File: config.mk
export PLATFORM = sky130hd
export DESIGN_NAME = aggregation_bytecode_translator_top
export DESIGN_NICKNAME = d
export VERILOG_FILES = /design/src/sv/abt_pkg.sv /design/src/sv/aggregation_bytecode_translator_top.sv
export SDC_FILE = /design/constraint.sdc
export NUM_CORES = 1
export LEC_CHECK = 0
export ABC_AREA = 1
export BUFFER_PORTS_ARGS = -buffer_cell sky130_fd_sc_hd__buf_4
export CORE_MARGIN = 2
export CORE_UTILIZATION = 47
export DETAILED_ROUTE_END_ITERATION = 16
export GPL_TIMING_DRIVEN = 1
export HOLD_SLACK_MARGIN = 0.08
export PLACE_DENSITY = 0.7
export SKIP_CTS_REPAIR_TIMING = 1
export SLEW_MARGIN = 20
export SYNTH_ARGS = -nofsm -noshare
export SYNTH_HDL_FRONTEND = slang
export SYNTH_SLANG_ARGS = --single-unit
File: constraint.sdc
create_clock -name clk -period 6.29 [get_ports clk]
set_input_delay 1.258 -clock clk [delete_from_list [all_inputs] [get_ports clk]]
set_output_delay 1.258 -clock clk [all_outputs]
set_load 0.01 [all_outputs]
File: src/sv/abt_pkg.sv
package abt_pkg;

  localparam int WORD_W = 32;
  localparam int POS_W  = 17;
  localparam int OPC_W  = 6;
  localparam int IMM_W  = 64;

  localparam int DEF_NUM_REGISTERS     = 16;
  localparam int DEF_NUM_ACCUMULATORS  = 4;
  localparam int DEF_MAX_OPS           = 256;
  localparam int DEF_MAX_PROGRAM_WORDS = 65536;

  typedef enum logic [3:0] {
    K_U16CONST = 4'd0,
    K_I16CONST = 4'd1,
    K_INTCONST = 4'd2,
    K_LOADCOL  = 4'd3,
    K_MOV      = 4'd4,
    K_ADD      = 4'd5,
    K_SUB      = 4'd6,
    K_MUL      = 4'd7,
    K_SUM      = 4'd8,
    K_EXIT     = 4'd9
  } op_kind_t;

  typedef enum logic [2:0] {
    ST_OK          = 3'd0,
    ST_MALFORMED   = 3'd1,
    ST_NONBIGINT   = 3'd2,
    ST_RANGE       = 3'd3,
    ST_UNSUPPORTED = 3'd4,
    ST_TOOLARGE    = 3'd5
  } status_t;

  localparam logic [OPC_W-1:0] OPC_LOADCOL   = 6'd7;
  localparam logic [OPC_W-1:0] OPC_LOADCONST = 6'd8;
  localparam logic [OPC_W-1:0] OPC_MOV       = 6'd9;
  localparam logic [OPC_W-1:0] OPC_SUM       = 6'd14;
  localparam logic [OPC_W-1:0] OPC_ADD       = 6'd20;
  localparam logic [OPC_W-1:0] OPC_SUB       = 6'd22;
  localparam logic [OPC_W-1:0] OPC_MUL       = 6'd24;

  localparam logic [4:0] TYPE_BIGINT = 5'd9;

  // deferred checks of a load-constant, reported on its last word
  localparam logic [1:0] CHK_OK    = 2'd0;
  localparam logic [1:0] CHK_TYPE  = 2'd1;
  localparam logic [1:0] CHK_RANGE = 2'd2;

  typedef struct packed {
    op_kind_t                kind;
    logic [3:0]              dst_a;
    logic [3:0]              src_b;
    logic [7:0]              src_c;
    logic signed [IMM_W-1:0] imm;
    status_t                 status;
    logic [POS_W-1:0]        pos;
    logic [OPC_W-1:0]        opc;
    logic                    last;
  } res_t;

  function automatic res_t mk_op(op_kind_t kind, logic [3:0] a, logic [3:0] b,
                                 logic [7:0] c, logic [IMM_W-1:0] imm, logic last);
    res_t r;
    r.kind   = kind;
    r.dst_a  = a;
    r.src_b  = b;
    r.src_c  = c;
    r.imm    = imm;
    r.status = ST_OK;
    r.pos    = '0;
    r.opc    = '0;
    r.last   = last;
    return r;
  endfunction

  function automatic res_t mk_err(status_t st, logic [POS_W-1:0] pos,
                                  logic [OPC_W-1:0] opc);
    res_t r;
    r.kind   = K_U16CONST;
    r.dst_a  = '0;
    r.src_b  = '0;
    r.src_c  = '0;
    r.imm    = '0;
    r.status = st;
    r.pos    = pos;
    r.opc    = opc;
    r.last   = 1'b1;
    return r;
  endfunction

endpackage

File: src/sv/aggregation_bytecode_translator_top.sv
// aggregation bytecode translator
// input channel: one bytecode word per item (in_word, in_has_word, in_is_last)
// under in_valid / in_stall; an item is taken when in_valid is high and in_stall
// low. an item with in_has_word low carries no word and only ends the program
// when in_is_last is set.
// result channel: translated ops and errors, each shown on out_* under
// out_valid / out_stall, taken when out_valid is high and out_stall low.
// results of an item are registered in a four-entry result queue and shown on
// out_* from its head. throughput: one word per cycle while in_stall is low;
// decode is plain field extraction and compares between the input ports and
// the queue. the last item may yield two results (final op, then exit or error).
// the first error ends the program with one result; later items up to the
// one with in_is_last are swallowed without results.
// in_stall rises while fewer than two queue slots are free, so a stalled
// receiver backs up into the input after at most four queued results.
// reset (rst_n low, synchronous) empties the queue and returns the decoder to
// the start of a program; the item that ends a program resets the decoder alone.
module aggregation_bytecode_translator_top
  import abt_pkg::*;
#(
  parameter int NUM_REGISTERS     = DEF_NUM_REGISTERS,
  parameter int NUM_ACCUMULATORS  = DEF_NUM_ACCUMULATORS,
  parameter int MAX_OPS           = DEF_MAX_OPS,
  parameter int MAX_PROGRAM_WORDS = DEF_MAX_PROGRAM_WORDS
) (
  input  logic                    clk,
  input  logic                    rst_n,
  input  logic                    in_valid,
  output logic                    in_stall,
  input  logic [WORD_W-1:0]       in_word,
  input  logic                    in_has_word,
  input  logic                    in_is_last,
  output logic                    out_valid,
  input  logic                    out_stall,
  output logic [3:0]              out_op_kind,
  output logic [3:0]              out_dst_a,
  output logic [3:0]              out_src_b,
  output logic [7:0]              out_src_c,
  output logic signed [IMM_W-1:0] out_immediate,
  output logic [2:0]              out_status,
  output logic [POS_W-1:0]        out_offending_position,
  output logic [OPC_W-1:0]        out_offending_opcode,
  output logic                    out_last
);

  localparam int OPS_W = $clog2(MAX_OPS + 1);
  localparam logic [OPS_W-1:0] OPS_LIMIT = OPS_W'(MAX_OPS);
  localparam logic [POS_W-1:0] WP_LIMIT  = POS_W'(MAX_PROGRAM_WORDS);
  localparam logic [4:0]       NREG      = 5'(NUM_REGISTERS);
  localparam logic [16:0]      NACC      = 17'(NUM_ACCUMULATORS);

  localparam int QDEPTH = 4;
  localparam int QP_W   = $clog2(QDEPTH);
  localparam int QC_W   = $clog2(QDEPTH + 1);

  typedef enum logic [1:0] {
    PH_INSTR   = 2'd0,
    PH_LOW     = 2'd1,
    PH_HIGH    = 2'd2,
    PH_DISCARD = 2'd3
  } phase_t;

  phase_t            phase_r, phase_nxt;
  logic [POS_W-1:0]  wp_r, wp_nxt;
  logic [OPS_W-1:0]  ops_r, ops_nxt;
  logic [3:0]        preg_r, preg_nxt;
  logic [1:0]        pchk_r, pchk_nxt;
  logic [POS_W-1:0]  pstart_r, pstart_nxt;
  logic [WORD_W-1:0] low_r, low_nxt;

  res_t              q_r [QDEPTH];
  logic [QP_W-1:0]   head_r, tail_r;
  logic [QC_W-1:0]   count_r;

  logic              in_acc, out_acc;
  logic [1:0]        n_res;
  res_t              res0, res1;

  logic [OPC_W-1:0]  opc;
  logic [4:0]        wtype;
  logic [3:0]        r16, fd, fs;
  logic [15:0]       lo16;
  logic [IMM_W-1:0]  cval;
  op_kind_t          kind;
  logic [3:0]        fa, fb;
  logic [7:0]        fc;
  status_t           err;
  logic [POS_W-1:0]  err_pos;
  logic [OPC_W-1:0]  err_opc;
  logic              op_ok;

  assign in_stall  = count_r > QC_W'(QDEPTH - 2);
  assign in_acc    = in_valid && !in_stall;
  assign out_valid = count_r != '0;
  assign out_acc   = out_valid && !out_stall;

  assign opc   = in_word[31:26];
  assign wtype = in_word[25:21];
  assign r16   = in_word[19:16];
  assign lo16  = in_word[15:0];
  assign fd    = in_word[15:12];
  assign fs    = in_word[11:8];
  assign cval  = {in_word, low_r};

  always_comb begin
    phase_nxt  = phase_r;
    wp_nxt     = wp_r;
    ops_nxt    = ops_r;
    preg_nxt   = preg_r;
    pchk_nxt   = pchk_r;
    pstart_nxt = pstart_r;
    low_nxt    = low_r;
    n_res      = 2'd0;
    res0       = mk_op(K_U16CONST, '0, '0, '0, '0, 1'b0);
    res1       = res0;
    kind       = K_U16CONST;
    fa         = '0;
    fb         = '0;
    fc         = '0;
    err        = ST_OK;
    err_pos    = '0;
    err_opc    = '0;
    op_ok      = 1'b0;

    if (in_acc) begin
      if (phase_r == PH_DISCARD) begin
        if (in_is_last) begin
          phase_nxt  = PH_INSTR;
          wp_nxt     = '0;
          ops_nxt    = '0;
          preg_nxt   = '0;
          pchk_nxt   = CHK_OK;
          pstart_nxt = '0;
          low_nxt    = '0;
        end
      end else begin
        if (in_has_word) begin
          if (wp_r < WP_LIMIT) wp_nxt = wp_r + 1'b1;
          case (phase_r)
            PH_INSTR: begin
              err_pos = wp_r;
              err_opc = opc;
              case (opc)
                OPC_LOADCONST: begin
                  preg_nxt   = r16;
                  pchk_nxt   = (wtype != TYPE_BIGINT) ? CHK_TYPE :
                               (({1'b0, r16} >= NREG) ? CHK_RANGE : CHK_OK);
                  pstart_nxt = wp_r;
                  phase_nxt  = PH_LOW;
                end
                OPC_LOADCOL: begin
                  if (wtype != TYPE_BIGINT) err = ST_NONBIGINT;
                  else if (({1'b0, r16} >= NREG) || (|lo16[15:8])) err = ST_RANGE;
                  kind = K_LOADCOL;
                  fa   = r16;
                  fc   = lo16[7:0];
                end
                OPC_MOV, OPC_ADD, OPC_SUB, OPC_MUL: begin
                  if (({1'b0, fd} >= NREG) || ({1'b0, fs} >= NREG)) err = ST_RANGE;
                  fa = fd;
                  if (opc == OPC_MOV) begin
                    kind = K_MOV;
                    fb   = fs;
                  end else begin
                    kind = (opc == OPC_ADD) ? K_ADD : ((opc == OPC_SUB) ? K_SUB : K_MUL);
                    fb   = fd;
                    fc   = {4'd0, fs};
                  end
                end
                OPC_SUM: begin
                  if (({1'b0, r16} >= NREG) || ({1'b0, lo16} >= NACC)) err = ST_RANGE;
                  kind = K_SUM;
                  fa   = lo16[3:0];
                  fb   = r16;
                end
                default: err = ST_UNSUPPORTED;
              endcase
              if (opc != OPC_LOADCONST && err == ST_OK) begin
                if (ops_r >= OPS_LIMIT) err = ST_TOOLARGE;
                else op_ok = 1'b1;
              end
              if (op_ok) begin
                ops_nxt = ops_r + 1'b1;
                res0    = mk_op(kind, fa, fb, fc, '0, 1'b0);
                n_res   = 2'd1;
              end
            end
            PH_LOW: begin
              low_nxt   = in_word;
              phase_nxt = PH_HIGH;
            end
            default: begin
              err_pos   = pstart_r;
              err_opc   = OPC_LOADCONST;
              phase_nxt = PH_INSTR;
              if (pchk_r == CHK_TYPE) err = ST_NONBIGINT;
              else if (pchk_r != CHK_OK) err = ST_RANGE;
              else if (ops_r >= OPS_LIMIT) err = ST_TOOLARGE;
              else begin
                // u16 fits in 16 unsigned bits, i16 negative has bits 63..15 all set
                if (cval[63:16] == '0) kind = K_U16CONST;
                else if (&cval[63:15]) kind = K_I16CONST;
                else kind = K_INTCONST;
                ops_nxt = ops_r + 1'b1;
                res0    = mk_op(kind, preg_r, '0, '0, cval, 1'b0);
                n_res   = 2'd1;
              end
            end
          endcase
        end

        if (err != ST_OK) begin
          res0  = mk_err(err, err_pos, err_opc);
          n_res = 2'd1;
          phase_nxt = in_is_last ? PH_INSTR : PH_DISCARD;
        end else if (in_is_last) begin
          if (phase_nxt != PH_INSTR) begin
            res0  = mk_err(ST_MALFORMED, pstart_nxt, OPC_LOADCONST);
            n_res = 2'd1;
          end else if (n_res == 2'd1) begin
            res1  = (ops_nxt >= OPS_LIMIT) ? mk_err(ST_TOOLARGE, wp_nxt, '0)
                                            : mk_op(K_EXIT, '0, '0, '0, '0, 1'b1);
            n_res = 2'd2;
          end else begin
            res0  = (ops_nxt >= OPS_LIMIT) ? mk_err(ST_TOOLARGE, wp_nxt, '0)
                                            : mk_op(K_EXIT, '0, '0, '0, '0, 1'b1);
            n_res = 2'd1;
          end
        end

        // program over: back to the start state
        if (in_is_last) begin
          phase_nxt  = PH_INSTR;
          wp_nxt     = '0;
          ops_nxt    = '0;
          preg_nxt   = '0;
          pchk_nxt   = CHK_OK;
          pstart_nxt = '0;
          low_nxt    = '0;
        end
      end
    end
  end

  always_ff @(posedge clk) begin
    if (!rst_n) begin
      phase_r  <= PH_INSTR;
      wp_r     <= '0;
      ops_r    <= '0;
      preg_r   <= '0;
      pchk_r   <= CHK_OK;
      pstart_r <= '0;
      low_r    <= '0;
      head_r   <= '0;
      tail_r   <= '0;
      count_r  <= '0;
    end else begin
      phase_r  <= phase_nxt;
      wp_r     <= wp_nxt;
      ops_r    <= ops_nxt;
      preg_r   <= preg_nxt;
      pchk_r   <= pchk_nxt;
      pstart_r <= pstart_nxt;
      low_r    <= low_nxt;
      tail_r   <= tail_r + QP_W'(n_res);
      if (out_acc) head_r <= head_r + 1'b1;
      count_r  <= count_r + QC_W'(n_res) - QC_W'(out_acc);
    end
    if (n_res != 2'd0) q_r[tail_r] <= res0;
    if (n_res == 2'd2) q_r[QP_W'(tail_r + 1'b1)] <= res1;
  end

  assign out_op_kind            = q_r[head_r].kind;
  assign out_dst_a              = q_r[head_r].dst_a;
  assign out_src_b              = q_r[head_r].src_b;
  assign out_src_c              = q_r[head_r].src_c;
  assign out_immediate          = q_r[head_r].imm;
  assign out_status             = q_r[head_r].status;
  assign out_offending_position = q_r[head_r].pos;
  assign out_offending_opcode   = q_r[head_r].opc;
  assign out_last               = q_r[head_r].last;

  a_queue_bound: assert property (@(posedge clk) disable iff (!rst_n)
    count_r <= QC_W'(QDEPTH))
    else $error("result queue overflow");

  a_ops_bound: assert property (@(posedge clk) disable iff (!rst_n)
    ops_r <= OPS_LIMIT)
    else $error("op count beyond limit");

  a_discard_silent: assert property (@(posedge clk) disable iff (!rst_n)
    (in_acc && phase_r == PH_DISCARD) |=> count_r <= $past(count_r))
    else $error("discarded item produced a result");

  a_program_end: assert property (@(posedge clk) disable iff (!rst_n)
    (in_acc && in_is_last) |=> (phase_r == PH_INSTR && ops_r == '0 && wp_r == '0))
    else $error("state not cleared at program end");

  a_error_stops: assert property (@(posedge clk) disable iff (!rst_n)
    (in_acc && !in_is_last && n_res != 2'd0 && res0.status != ST_OK)
      |=> phase_r == PH_DISCARD)
    else $error("error did not stop translation");

endmodule

; Word-level counts from Yosys, hierarchy flattened
; Memory sizes are Yosys's and may differ from the RTL's. A register that Yosys moved wholly into a read port is not among the register bits.
; Cells that the tools add are included.
[totals]
wordCells = 186
output_inout_bits = 113
input_bits = 38
reg_bits = 90
ramBits = 444
mem_count = 1
[memory_table]
columns = name, words, word_bits, read_ports, rd_clocked_by_memory_dff, write_ports, line_no
row1 = q_r, 4, 111, 1, 1, 2, aggregation_bytecode_translator_top.sv:71  ; res_t q_r [QDEPTH];
[classes]
n_eq_ne = 15
add_sub_neg = 7
order_cmp = 5
n_reduce_logical = 24
muxes = 124
[op_table]
columns = operator, count
row1 = 2-to-1 mux 111 bit, 15
row2 = 2-to-1 mux 109 bit, 3
row3 = one-hot mux 111 bit (2 select lines), 1
row4 = 2-to-1 mux 17 bit, 11
row5 = 2-to-1 mux 32 bit, 5
row6 = 2-to-1 mux 9 bit, 10
row7 = 2-to-1 mux 2 bit, 30
row8 = AND reduction 49 bit, 1
row9 = zero test 48 bit, 1
row10 = 2-to-1 mux 3 bit, 12
row11 = one-hot mux 17 bit (2 select lines), 1
row12 = 2-to-1 mux 4 bit, 8
row13 = one-hot mux 4 bit (3 select lines), 2
row14 = "equality test 6 x 4 -> 1 bit, second input constant", 3
row15 = "equality test 6 x 5 -> 1 bit, second input constant", 3
row16 = ">= comparator 9 bit, second input constant", 2
row17 = one-hot mux 9 bit (2 select lines), 1
row18 = "adder 17 x 1 -> 17 bit, second input constant", 1
row19 = "less-than comparator 17 bit, second input constant", 1
row20 = 2-to-1 mux 1 bit, 17
row21 = ">= comparator 16 x 3 -> 1 bit, second input constant", 1
row22 = one-hot mux 8 bit (2 select lines), 1
row23 = nonzero test 2 bit, 7
row24 = one-hot mux 6 bit (2 select lines), 1
row25 = other kinds (29), 37

; Longest topological paths before layout
[logic_depth]
word_depth = 30
depth_mapped = 24
ltp_nobuf = 23

; Worst setup path after synthesis
; Ideal clock, no wire load.
[synth_timing]
path_kind = input-to-reg
from = input port in_word[31]
to = register count_r[2]
slack_ns = 2.228
setup_time_ns = 0.120
arrival_ns = 3.942
t_required_ns = 6.170
n_path_buf = 1
path_stages = 20
cell_sequence = nor2_2 nand4_2 nand2_1 inv_2 nand2_2 nand3_2 a21oi_1 nor2_4 buf_2 nand2_1 nand2_1 nand2_1 inv_1 ha_1 inv_1 ha_1 fa_1 xor2_1 o21ai_0 a21oi_1
[synth_between]
elab_chain_cells = 28
elab_cells_between_ends = 48
cone_classes = add/sub: 2 / eq/ne: 9 / mux: 32 / reduce/logical: 5
[synth_rtl]
columns = item, line_no
row1 = start: declaration, aggregation_bytecode_translator_top.sv:30  ; input logic [WORD_W-1:0] in_word,
row2 = equality test 6 x 4 -> 1 bit or equality test 6 x 5 -> 1 bit (tied branches), aggregation_bytecode_translator_top.sv:143  ; case (opc)
row3 = OR reduction 5 bit (no line), -
row4 = one-hot mux 3 bit (3 select lines), aggregation_bytecode_translator_top.sv:143
row5 = 2-to-1 mux 3 bit, aggregation_bytecode_translator_top.sv:139  ; case (phase_r)
row6 = 2-to-1 mux 3 bit, aggregation_bytecode_translator_top.sv:137  ; if (in_has_word) begin
row7 = 2-to-1 mux 3 bit, aggregation_bytecode_translator_top.sv:126  ; if (phase_r == PH_DISCARD) begin
row8 = 2-to-1 mux 3 bit, aggregation_bytecode_translator_top.sv:125  ; if (in_acc) begin
row9 = zero test 3 bit, aggregation_bytecode_translator_top.sv:178  ; if (opc != OPC_LOADCONST && err == ST_OK) begin
row10 = [12 not listed], -
row11 = 2-to-1 mux 2 bit, aggregation_bytecode_translator_top.sv:220  ; end else if (n_res == 2'd1) begin
row12 = 2-to-1 mux 2 bit, aggregation_bytecode_translator_top.sv:217  ; if (phase_nxt != PH_INSTR) begin
row13 = 2-to-1 mux 2 bit, aggregation_bytecode_translator_top.sv:216  ; end else if (in_is_last) begin
row14 = 2-to-1 mux 2 bit (*), aggregation_bytecode_translator_top.sv:212  ; if (err != ST_OK) begin
row15 = 2-to-1 mux 2 bit (*), aggregation_bytecode_translator_top.sv:126
row16 = 2-to-1 mux 2 bit (*), aggregation_bytecode_translator_top.sv:125
row17 = adder 3 x 2 -> 3 bit (*), aggregation_bytecode_translator_top.sv:267  ; count_r <= count_r + QC_W'(n_res) - QC_W'(out_acc);
row18 = subtractor 3 x 1 -> 3 bit (*), aggregation_bytecode_translator_top.sv:267
row19 = end signal: assignment, aggregation_bytecode_translator_top.sv:267
row20 = end: declaration, aggregation_bytecode_translator_top.sv:73  ; logic [QC_W-1:0] count_r;
; Mark *: on every way between the ends. The rest lies on a longest branch, timed or not. The select of a mux whose other input is x is not followed.
; A chain may end at the register's enable or synchronous reset.

==> impl_metrics.toml <==
[outcome]
status = "completed"

[drt]
first_pass_iters = 6
postRouteWirelength_mm = 82.3
postRouteAntennaNets = 0
detail_route.wl_per_cell_um = 20.3
detailroute.via_count = 24600
drt_via_density = 6.06
drt_drc_violations_left = 0
drtIter0Drc = 2576

[synth]
yosysWarnings = 0
postSynthNetCount = 3413
synth_largest_area_cell = "dfxtp_1"
flip_flop_and_latch_count_after_synthesis = 535
largest_cells_by_area_after_synthesis = "dfxtp_1, edfxtp_1, nand3_1, o21ai_0, nor2_1"
synth_largest_type_area_fraction = 0.357
netlist-cell-type-count = 44
post_synth_inst_count = 3367
post_synth.cell_area_avg_sq_um = 7.45
synth_seq_area_share = 0.462
syn-cell-area_sq_um = 25100

[min_path]
holdCritPathClass = "reg -> reg"

[critical_path]
slowest_stage = "buf_6"
critical_path.cell_chain = "clkinv_2 -> buf_6 -> o21ai_0 -> o22ai_1 -> buf_4"
timing.rr.start = "count_r[2]$_SDFF_PN0_"
critPathArrivalTime_ps = 2970
worstPathRequired_ps = 5030
critical-path-max-stage-delay_ps = 680
crit_type = "reg -> out"
worstSetupEndpoint = "out_src_c[7]"
worstSetupEndpointType = "primary output"
crit_path_max_fanout = 97
r2r_cells = 13
rr_endpoint = "low_r[7]$_SDFFE_PN0P_"
setup.reg_to_reg.worst_slack_ps = 2420
critical_path.startpoint_type = "register"

[timing]
post-route-period-util = 0.672
slew_violations = 0
finalHoldWorstSlack_ps = 458
grt_setup_unrepaired = "false"
highest_clock_rate_mhz = 237
setup_viol = 0
worst-slew-pin-transition_ps = 1170
final_period_minus_worst_setup_slack_ps = 4220
max-slew-margin-rel = 0.217
setup_total_negative_slack_ps = 0
final_hold_viols = 0
finalClockSkew_ps = 27.9
post-route-worst-setup-slack_ps = 2070

[cts]
tritoncts = "built"
root_buffer = "clkbuf_16"
clk_latency_ps = 630
total_number_of_h_tree_levels = 2
clock_tree.buffer_depth = 3
cts_bufs_inserted = 57
numClockSinks = 535
clk_pin_slew_ps = 60

[floorplan]
floorplan.die.height_um = 235
dieArea_sq_um = 55200
floorplan.initialDensity = 0.476
coreArea_sq_um = 52700
rows = 84
chipWidth_um = 235
design.portCount = 151

[cells_and_area]
n_fill_cell = 5063
postLayoutCellArea_sq_um = 28200
syn2layout_area_growth_pct = 12.4
final_net_count = 3374
n_antenna_cell = 0
drive_gt1_frac = 0.102

[pwr]
p_total_w = 0.0116
max-vdd-ir-drop_mv = 0.378
power.density_nw_per_um2 = 412
static-leakage-power_nw = 10.8

[global_route]
grt.overflow.total = 0
grt_antenna_before_repair = 0
grt_max_degree = 172
grt_pass1_wl_mm = 128
grt_util_overall = 0.284
first_global_vias = 22500

[place]
placed_area_sq_um = 26300
dpl_worst_slack_ps = 1490
port-buffer-count = 150
place_hpwl_mm = 49.1
routability_driven_placement_congestion_ratio = 0.983

[flow_run]
timing.max_cap.violations = 0
per-layer routing:
metal  share of wire  GRT usage  vias up
met3           0.070     0.0384      196
li1                -          -    11700
met4           0.039      0.117        0
met2            0.46      0.454     1042
met1            0.43      0.388    11700
met5               0          0        -
critical path: cells and delay by family (launching register included):
kind	cells	cell delay (ps)
flip-flops	1	530
AO/OA/AOI/OAI	2	570
buffers and inverters	3	1150
Yosys cell counts, drive strengths merged:
cell and count:
clkinv 3, o211ai 4, a31oi 3, o22ai 174, nor2 431, a21oi 202, nor4 12, a22oi 16
ha 7, inv 131, o21a 1, o21ai 627, clkbuf 170, nand4 74, buf 120, fa 1
o41ai 1, nand3 413, a2bb2oi 1, a32o 1, or2 1, nor3 17, edfxtp 88, dfxtp 447
nand2 398, o31ai 1, xor2 17, a211oi 6
cells in the final DEF (no fill, tap or decap), types with 5 or more instances in the layout:
| master | instances |
|---|---|
| edfxtp_1 | 88 |
| nand2_4 | 5 |
| nor4_1 | 12 |
| nor2_4 | 6 |
| clkbuf_1 | 10 |
| nand4_1 | 71 |
| clkinv_2 | 12 |
| o21ai_1 | 284 |
| xor2_1 | 17 |
| buf_12 | 5 |
| nand3_1 | 410 |
| inv_2 | 13 |
| o22ai_1 | 174 |
| dfxtp_1 | 445 |
| a211oi_1 | 6 |
| inv_1 | 114 |
| nor3_1 | 15 |
| nor2_1 | 415 |
| clkbuf_16 | 58 |
| nand2_2 | 5 |
| ha_1 | 7 |
| buf_4 | 186 |
| clkbuf_8 | 13 |
| o21ai_0 | 342 |
| a21oi_1 | 201 |
| a22oi_1 | 16 |
| nor2_2 | 10 |
| nand2_1 | 387 |
through the flow:
step | instances | util
global route | 4062 | 0.535
finish | 4062 | 0.535
global placement | 3957 | 0.499
floorplan | 3367 | -
detailed placement | 3957 | 0.499
CTS | 4062 | 0.535
kinds of logic after synthesis:
logic type / after synthesis / synth area share
and+or+nand+nor: 1346 / 0.237
adders and majority gates: 8 / 0.00429
buffers and inverters: 424 / 0.0707
DFF: 535 / 0.462
AOI/OAI and AO/OA: 1037 / 0.220
xor gates and xnor gates: 17 / 0.00594
flip-flops by register name, indices dropped and copies added, names as in the netlist, named ones only:
register,cells
tail_r,2
ops_r,9
count_r,3
pchk_r,1
head_r,2
pstart_r,17
phase_r,2
low_r,32
preg_r,4
q_r,444
wp_r,17
where the power goes:
| part | internal, W | total (W) | switching, W |
|---|---|---|---|
| clock | 0.00201 | 0.00345 | 0.00144 |
| sequential | 0.00395 | 0.00425 | 0.000296 |
| combinational | 0.00143 | 0.00392 | 0.00249 |
| total | 0.00740 | 0.0116 | 0.00422 |
how the worst min path moves through the flow:
stage,cells after the start,startpoint,to,slack [ps]
final,2,head_r[1]$_SDFFE_PN0P_,register,460
after floorplan,2,head_r[1]$_SDFFE_PN0P_,register,440
after CTS,2,head_r[1]$_SDFFE_PN0P_,register,460
after detailed placement,2,head_r[1]$_SDFFE_PN0P_,register,450
after global placement,2,head_r[1]$_SDFFE_PN0P_,register,440
after global routing,2,q_r[1][57]$_SDFFE_PP0P_,q_r[1][57]$_SDFFE_PP0P_,490
area by class of cell:
cell class | instances | area, sq um | share of cell area
Timing Repair Buffer | 192 | 1510 | 0.0535
Inverter | 134 | 513 | 0.0182
Sequential cell | 535 | 11600 | 0.412
Clock buffer | 81 | 1670 | 0.0592
Clock inverter | 24 | 248 | 0.00879
Multi-Input combinational cell | 2408 | 11800 | 0.418
Tap cell | 688 | 861 | 0.0306
Note: power is estimated with default switching activity, not from simulation.
